===== src/hw/rtl/ssa_pkg.sv =====
// Shared constants, codes and types of the skipfield slot allocator.
// Used by the controller, the datapath and the top level; no dependencies.
package ssa_pkg;

  localparam int HANDLE_W = 11;
  localparam int FUNC_W = 2;
  localparam int STATUS_W = 2;
  localparam int SLOTS_DEF = 1024;

  // Request codes.
  localparam logic [FUNC_W-1:0] FN_ALLOC = 2'd0;
  localparam logic [FUNC_W-1:0] FN_RELEASE = 2'd1;
  localparam logic [FUNC_W-1:0] FN_SCAN = 2'd2;

  // Status codes.
  localparam logic [STATUS_W-1:0] ST_OK = 2'd0;
  localparam logic [STATUS_W-1:0] ST_FULL = 2'd1;
  localparam logic [STATUS_W-1:0] ST_BADH = 2'd2;

  // Datapath commands.
  localparam int OP_W = 5;
  localparam logic [OP_W-1:0] OP_NOP = 5'd0;
  localparam logic [OP_W-1:0] OP_CLR = 5'd1;
  localparam logic [OP_W-1:0] OP_LOAD = 5'd2;
  localparam logic [OP_W-1:0] OP_FULL = 5'd3;
  localparam logic [OP_W-1:0] OP_BADH = 5'd4;
  localparam logic [OP_W-1:0] OP_ALC0 = 5'd5;
  localparam logic [OP_W-1:0] OP_ALC1 = 5'd6;
  localparam logic [OP_W-1:0] OP_ALC2 = 5'd7;
  localparam logic [OP_W-1:0] OP_ALC3 = 5'd8;
  localparam logic [OP_W-1:0] OP_ALC4 = 5'd9;
  localparam logic [OP_W-1:0] OP_UNL = 5'd10;
  localparam logic [OP_W-1:0] OP_PSH1 = 5'd11;
  localparam logic [OP_W-1:0] OP_PSH2 = 5'd12;
  localparam logic [OP_W-1:0] OP_REL0 = 5'd13;
  localparam logic [OP_W-1:0] OP_REL1 = 5'd14;
  localparam logic [OP_W-1:0] OP_REL2 = 5'd15;
  localparam logic [OP_W-1:0] OP_REL3 = 5'd16;
  localparam logic [OP_W-1:0] OP_MRG0 = 5'd17;
  localparam logic [OP_W-1:0] OP_MRG1 = 5'd18;
  localparam logic [OP_W-1:0] OP_MRG2 = 5'd19;
  localparam logic [OP_W-1:0] OP_MRG3 = 5'd20;
  localparam logic [OP_W-1:0] OP_MRG4 = 5'd21;
  localparam logic [OP_W-1:0] OP_MRG5 = 5'd22;
  localparam logic [OP_W-1:0] OP_SCN0 = 5'd23;
  localparam logic [OP_W-1:0] OP_SCN1 = 5'd24;
  localparam logic [OP_W-1:0] OP_OUT = 5'd25;

  // Status flags from the datapath to the controller.
  typedef struct packed {
    logic [FUNC_W-1:0] fn;
    logic h_zero;
    logic h_gt;
    logic h_eq;
    logic head_bad;
    logic alc_bad;
    logic alc_more;
    logic val_zero;
    logic r_ok;
    logic on;
    logic bef_ne;
    logic clr_last;
  } sts_t;

endpackage


===== src/hw/rtl/ssa_ctrl.sv =====
// Sequencing controller of the skipfield slot allocator.
// Depends on ssa_pkg for command codes and the status struct.
module ssa_ctrl (
  input  logic                      clk,
  input  logic                      rst,
  input  logic                      in_valid,
  output logic                      in_stall,
  output logic                      out_valid,
  input  logic                      out_stall,
  input  ssa_pkg::sts_t             sts,
  output logic [ssa_pkg::OP_W-1:0]  cmd
);
  import ssa_pkg::*;

  localparam logic [4:0] S_CLR = 5'd0;
  localparam logic [4:0] S_IDLE = 5'd1;
  localparam logic [4:0] S_DEC = 5'd2;
  localparam logic [4:0] S_FULL = 5'd3;
  localparam logic [4:0] S_BADH = 5'd4;
  localparam logic [4:0] S_ALC0 = 5'd5;
  localparam logic [4:0] S_ALC1 = 5'd6;
  localparam logic [4:0] S_ALC2 = 5'd7;
  localparam logic [4:0] S_ALC3 = 5'd8;
  localparam logic [4:0] S_ALC4 = 5'd9;
  localparam logic [4:0] S_UNL = 5'd10;
  localparam logic [4:0] S_PSH1 = 5'd11;
  localparam logic [4:0] S_PSH2 = 5'd12;
  localparam logic [4:0] S_REL0 = 5'd13;
  localparam logic [4:0] S_REL1 = 5'd14;
  localparam logic [4:0] S_REL2 = 5'd15;
  localparam logic [4:0] S_REL3 = 5'd16;
  localparam logic [4:0] S_MRG0 = 5'd17;
  localparam logic [4:0] S_MRG1 = 5'd18;
  localparam logic [4:0] S_MRG2 = 5'd19;
  localparam logic [4:0] S_MRG3 = 5'd20;
  localparam logic [4:0] S_MRG4 = 5'd21;
  localparam logic [4:0] S_MRG5 = 5'd22;
  localparam logic [4:0] S_SCN0 = 5'd23;
  localparam logic [4:0] S_SCN1 = 5'd24;
  localparam logic [4:0] S_DONE = 5'd25;

  logic [4:0] state;
  logic [4:0] state_next;
  logic       out_free;
  logic       is_rel;

  assign in_stall = (state != S_IDLE);
  assign out_free = !out_valid || !out_stall;
  assign is_rel = (sts.fn == FN_RELEASE);

  // Next state.
  always_comb begin
    state_next = state;
    case (state)
      S_CLR:  if (sts.clr_last) state_next = S_IDLE;
      S_IDLE: if (in_valid) state_next = S_DEC;
      S_DEC: begin
        case (sts.fn)
          FN_ALLOC:   state_next = sts.head_bad ? S_FULL : S_ALC0;
          FN_RELEASE: state_next = (sts.h_zero || sts.h_gt) ? S_BADH : S_REL0;
          FN_SCAN: begin
            if (sts.h_gt) state_next = S_BADH;
            else if (sts.h_eq) state_next = S_DONE;
            else state_next = S_SCN0;
          end
          default:    state_next = S_DONE;
        endcase
      end
      S_FULL: state_next = S_DONE;
      S_BADH: state_next = S_DONE;
      S_ALC0: state_next = S_ALC1;
      S_ALC1: state_next = sts.alc_bad ? S_FULL : S_ALC2;
      S_ALC2: state_next = S_ALC3;
      S_ALC3: state_next = S_UNL;
      S_UNL:  state_next = is_rel ? S_MRG2 : S_ALC4;
      S_ALC4: state_next = sts.alc_more ? S_PSH1 : S_DONE;
      S_PSH1: begin
        if (sts.on) state_next = is_rel ? S_MRG0 : S_DONE;
        else state_next = S_PSH2;
      end
      S_PSH2: state_next = is_rel ? S_MRG0 : S_DONE;
      S_REL0: state_next = S_REL1;
      S_REL1: state_next = sts.val_zero ? S_PSH1 : S_REL2;
      S_REL2: state_next = S_REL3;
      S_REL3: state_next = S_MRG0;
      S_MRG0: state_next = sts.r_ok ? S_MRG1 : S_DONE;
      S_MRG1: state_next = sts.val_zero ? S_DONE : S_UNL;
      S_MRG2: state_next = S_MRG3;
      S_MRG3: state_next = S_MRG4;
      S_MRG4: state_next = sts.bef_ne ? S_MRG5 : S_DONE;
      S_MRG5: state_next = S_DONE;
      S_SCN0: state_next = S_SCN1;
      S_SCN1: state_next = S_DONE;
      S_DONE: if (out_free) state_next = S_IDLE;
      default: state_next = S_IDLE;
    endcase
  end

  // Command to the datapath for the current state.
  always_comb begin
    case (state)
      S_CLR:  cmd = OP_CLR;
      S_IDLE: cmd = in_valid ? OP_LOAD : OP_NOP;
      S_FULL: cmd = OP_FULL;
      S_BADH: cmd = OP_BADH;
      S_ALC0: cmd = OP_ALC0;
      S_ALC1: cmd = OP_ALC1;
      S_ALC2: cmd = OP_ALC2;
      S_ALC3: cmd = OP_ALC3;
      S_ALC4: cmd = OP_ALC4;
      S_UNL:  cmd = OP_UNL;
      S_PSH1: cmd = OP_PSH1;
      S_PSH2: cmd = OP_PSH2;
      S_REL0: cmd = OP_REL0;
      S_REL1: cmd = OP_REL1;
      S_REL2: cmd = OP_REL2;
      S_REL3: cmd = OP_REL3;
      S_MRG0: cmd = OP_MRG0;
      S_MRG1: cmd = OP_MRG1;
      S_MRG2: cmd = OP_MRG2;
      S_MRG3: cmd = OP_MRG3;
      S_MRG4: cmd = OP_MRG4;
      S_MRG5: cmd = OP_MRG5;
      S_SCN0: cmd = OP_SCN0;
      S_SCN1: cmd = OP_SCN1;
      S_DONE: cmd = out_free ? OP_OUT : OP_NOP;
      default: cmd = OP_NOP;
    endcase
  end

  // State register and output valid flag.
  always_ff @(posedge clk) begin
    if (rst) begin
      state <= S_CLR;
      out_valid <= 1'b0;
    end else begin
      state <= state_next;
      if (state == S_DONE && out_free) out_valid <= 1'b1;
      else if (!out_stall) out_valid <= 1'b0;
    end
  end

  a_rise_from_done: assert property (@(posedge clk) disable iff (rst)
    $rose(out_valid) |-> $past(state) == S_DONE) else $error("result raised outside done");
  a_done_exit: assert property (@(posedge clk) disable iff (rst)
    state == S_DONE |=> (state == S_IDLE || state == S_DONE)) else $error("bad exit from done");
  a_accept_decode: assert property (@(posedge clk) disable iff (rst)
    (in_valid && !in_stall) |=> state == S_DEC) else $error("accepted item not decoded");

endmodule


===== config.mk =====
export PLATFORM = sky130hd
export DESIGN_NAME = ssa_ctrl
export DESIGN_NICKNAME = d
export VERILOG_FILES = /design/src/hw/rtl/ssa_pkg.sv /design/src/hw/rtl/ssa_ctrl.sv
export SDC_FILE = /design/constraint.sdc
export NUM_CORES = 1
export LEC_CHECK = 0
export BUFFER_PORTS_ARGS = -buffer_cell sky130_fd_sc_hd__buf_4
export CORE_MARGIN = 10
export CORE_UTILIZATION = 35
export DETAILED_ROUTE_END_ITERATION = 8
export GPL_TIMING_DRIVEN = 1
export PLACE_DENSITY = 0.58
export SYNTH_ARGS = -nofsm -noshare
export SYNTH_HDL_FRONTEND = slang
export SYNTH_SLANG_ARGS = --single-unit

===== constraint.sdc =====
create_clock -name clk -period 2.95 [get_ports clk]
set_input_delay 0.59 -clock clk [delete_from_list [all_inputs] [get_ports clk]]
set_output_delay 0.59 -clock clk [all_outputs]
set_load 0.05 [all_outputs]

==> impl_metrics.tcl <==
set metrics [dict create \
    synthArstFlopShare 0 \
    grt_start_max_net_pins 22 \
    tritoncts "yes" \
    crit_path_end_kind "output port" \
    drc 0 \
    yosys_warnings 0 \
    setup_violations 0 \
    dp_hpwl_um 2540 \
    relSlewSlack 0.522 \
    syn_area_um2 1060 \
    post_cts_buffers 0 \
    ant_nets 0 \
    drive_above_1_share 0.294 \
    die_y_um 75.0 \
    pre_cts_ws_ns 0.891 \
    rows 19 \
    cts_buffer_depth 2 \
    slew_violations 0 \
    htreeDepth 1 \
    final_nets 179 \
    max-cap-violations 0 \
    io-pin-count 24 \
    syn_nets 158 \
    gp_congestion 0.911 \
    finalClockSkew_ns 0.000984 \
    criticalPathCategory "reg -> out" \
    setup-tns-final_ns 0 \
    clkLatencyLatePin_ns 0.26 \
    run_status "completed" \
    globalRouteMet2Util 0.194 \
    fmax_ghz 0.422 \
    hold_viol 0 \
    core_area_um2 2830 \
    synth_edf_count 0 \
    port_buffers 23 \
    antenna_cells 0 \
    power_density_nw_per_um2 1030 \
    dieArea_um2 5620 \
    grt_use_met1 0.153 \
    clk_pin_slew_ns 0.06 \
    critPathArrivalTime_ns 1.78 \
    worst_hold_startpoint "rst" \
    ys_types 53 \
    wire_per_inst_um 17.8 \
    cts-root-buf "clkbuf_4" \
    track_usage 0.120 \
    min_to "state[1]$_SDFFE_PP0P_" \
    syn_to_final_growth_pct 16.1 \
    reg2reg_slack_ns 0.97 \
    vias 1208 \
    period_minus_slack_ns 2.37 \
    firstDrtPassIters 4 \
    cts_resized 0 \
    cellLeakagePower_nw 0.466 \
    hold_path.class "in -> reg" \
    cts_buffers 3 \
    viasPerCell 6.32 \
    ys.flop_type "dfxtp_1" \
    holdBufCountCts 0 \
    synth-seq-cells 6 \
    drtIter0Drc 140 \
    worst_slew_pin_slew_ns 0.716 \
    rsz0062_at_grt "false" \
    yosysSeqAreaShare 0.114 \
    cp.required_ns 2.36 \
    cp-start-kind "flop" \
    overflow 0 \
    met3_usage 0.0210 \
    fp.dieW_um 75.0 \
    synth_area_per_cell_um2 7.50 \
    syn_inst 141 \
    totalWireLength_um 3400 \
    nFillCells 292 \
    initial_utilization 0.374 \
    busiest_layer "met2" \
    cts_num_sinks 6 \
    grt_pass1_wl_um 5450 \
    reg2reg_to "state[1]$_SDFFE_PP0P_" \
    vdd_drop_max_v 0.000496 \
    reg2reg_depth 6 \
    reg2reg_from "state[4]$_SDFFE_PP0P_" \
    fin_ws_ns 0.580 \
    whs_path_depth 2 \
    grt_pass1_vias 1191 \
    crit_fanout 21 \
    antenna_found_initial 0 \
    fin_crit_sh 0.803 \
]
[metrics by stage]
| step | instance area (um2) | util | hold slack (ns) | power [W] | std cells |
|---|---|---|---|---|---|
| final | 1230 | 0.434 | 0.573 | 0.00127 | 191 |
| after global routing | 1230 | 0.434 | 0.585 | 0.00136 | 191 |
| after floorplan | 1060 | - | 0.594 | 0.000979 | 141 |
| after CTS | 1230 | 0.434 | 0.574 | 0.00126 | 191 |
| after global placement | 1200 | 0.426 | 0.586 | 0.00117 | 188 |
| after detailed placement | 1200 | 0.426 | 0.611 | 0.00117 | 188 |
[routing by layer]
layer	up-vias	part of all wire	wire length (um)
met1	567	0.44	1490
met2	57	0.47	1610
li1	582	-	-
met4	0	0.0050	17
met5	-	0	0
met3	2	0.081	275
[cells in the final DEF, fill, tap and decap left out, types with 2 or more instances in the layout]
master / netlist / final
o21ai_0: 8 / 8
a32oi_1: 3 / 3
o31ai_1: 2 / 2
a31oi_1: 2 / 2
clkbuf_4: 0 / 3
a211oi_1: 2 / 2
buf_4: 1 / 29
o22a_1: 3 / 3
o22ai_1: 5 / 5
nand2_1: 3 / 3
nor2b_1: 2 / 2
nand3_1: 7 / 7
inv_1: 5 / 5
nor4_1: 2 / 2
nor2b_4: 3 / 3
nand2b_1: 6 / 6
nand4_1: 2 / 2
nor2_4: 2 / 2
nor2_1: 7 / 7
a21o_1: 2 / 2
a22oi_1: 3 / 3
a21oi_1: 20 / 20
inv_2: 2 / 2
nor3b_1: 5 / 5
dfxtp_1: 6 / 6
[critical path, cell delays in order (launching register included)]
cell	delay [ns]
dfxtp_1	0.78
nor2_1	0.14
a21oi_1	0.17
o22a_1	0.14
o22ai_1	0.07
buf_4	0.22
[state kept, by name, summed over array words and instances (netlist names)]
signal / cells
state: 5
out_valid: 1
[final cells by class]
type                    count  area [um2]  share of cell area
multi-input cells         115         802               0.653
repair buffers             29         218               0.177
flip-flops and latches      6         120              0.0979
inverters                   7        26.3              0.0214
clock buffers               3        22.5              0.0183
well taps                  31        38.8              0.0316
[synthesized netlist by cell type, types with 2 or more instances]
cell	count	area share
nor4_1	2	0.012
nor2b_1	2	0.012
nand4_1	2	0.012
nand2_1	3	0.011
dfxtp_1	6	0.11
a32oi_1	3	0.025
nand3_1	7	0.033
o22a_1	3	0.025
o22ai_1	5	0.030
nor2_4	2	0.021
o31ai_1	2	0.014
a211oi_1	2	0.014
nor2b_4	3	0.039
inv_1	5	0.018
a31oi_1	2	0.012
buf_2	6	0.028
a21o_1	2	0.014
inv_2	2	0.0071
nand2b_1	6	0.036
nor2_1	7	0.025
a21oi_1	20	0.095
a22oi_1	3	0.021
o21ai_0	8	0.038
buf_6	5	0.053
nor3b_1	5	0.036
[kinds of logic (layout without fill, tap and decap cells)]
kind of cell	count (synthesis)	in the layout	synth area share
simple gates	49	49	0.310
compound gates	64	64	0.432
buf+inv	20	39	0.128
flops	6	6	0.114
xor+xnor	2	2	0.0166
[power by group]
group          switching, W  internal [W]  total (W)
sequential        0.0000860      0.000106   0.000192
clock             0.0000399     0.0000467  0.0000866
combinational      0.000603      0.000388   0.000991
[worst max path at each step]
stage                     cells past startpoint  slack, ns             startpoint     end
after global routing                          5       0.45  state[4]$_SDFFE_PP0P_  cmd[1]
after CTS                                     5       0.61  state[4]$_SDFFE_PP0P_  cmd[1]
after detailed placement                      5       0.89  state[4]$_SDFFE_PP0P_  cmd[1]
after floorplan                               6       0.31  state[0]$_SDFFE_PP0P_  cmd[4]
after global placement                        5       0.89              out_stall  cmd[0]
final                                         5       0.58  state[4]$_SDFFE_PP0P_  cmd[1]
Note: power is estimated with default switching activity, not from simulation.
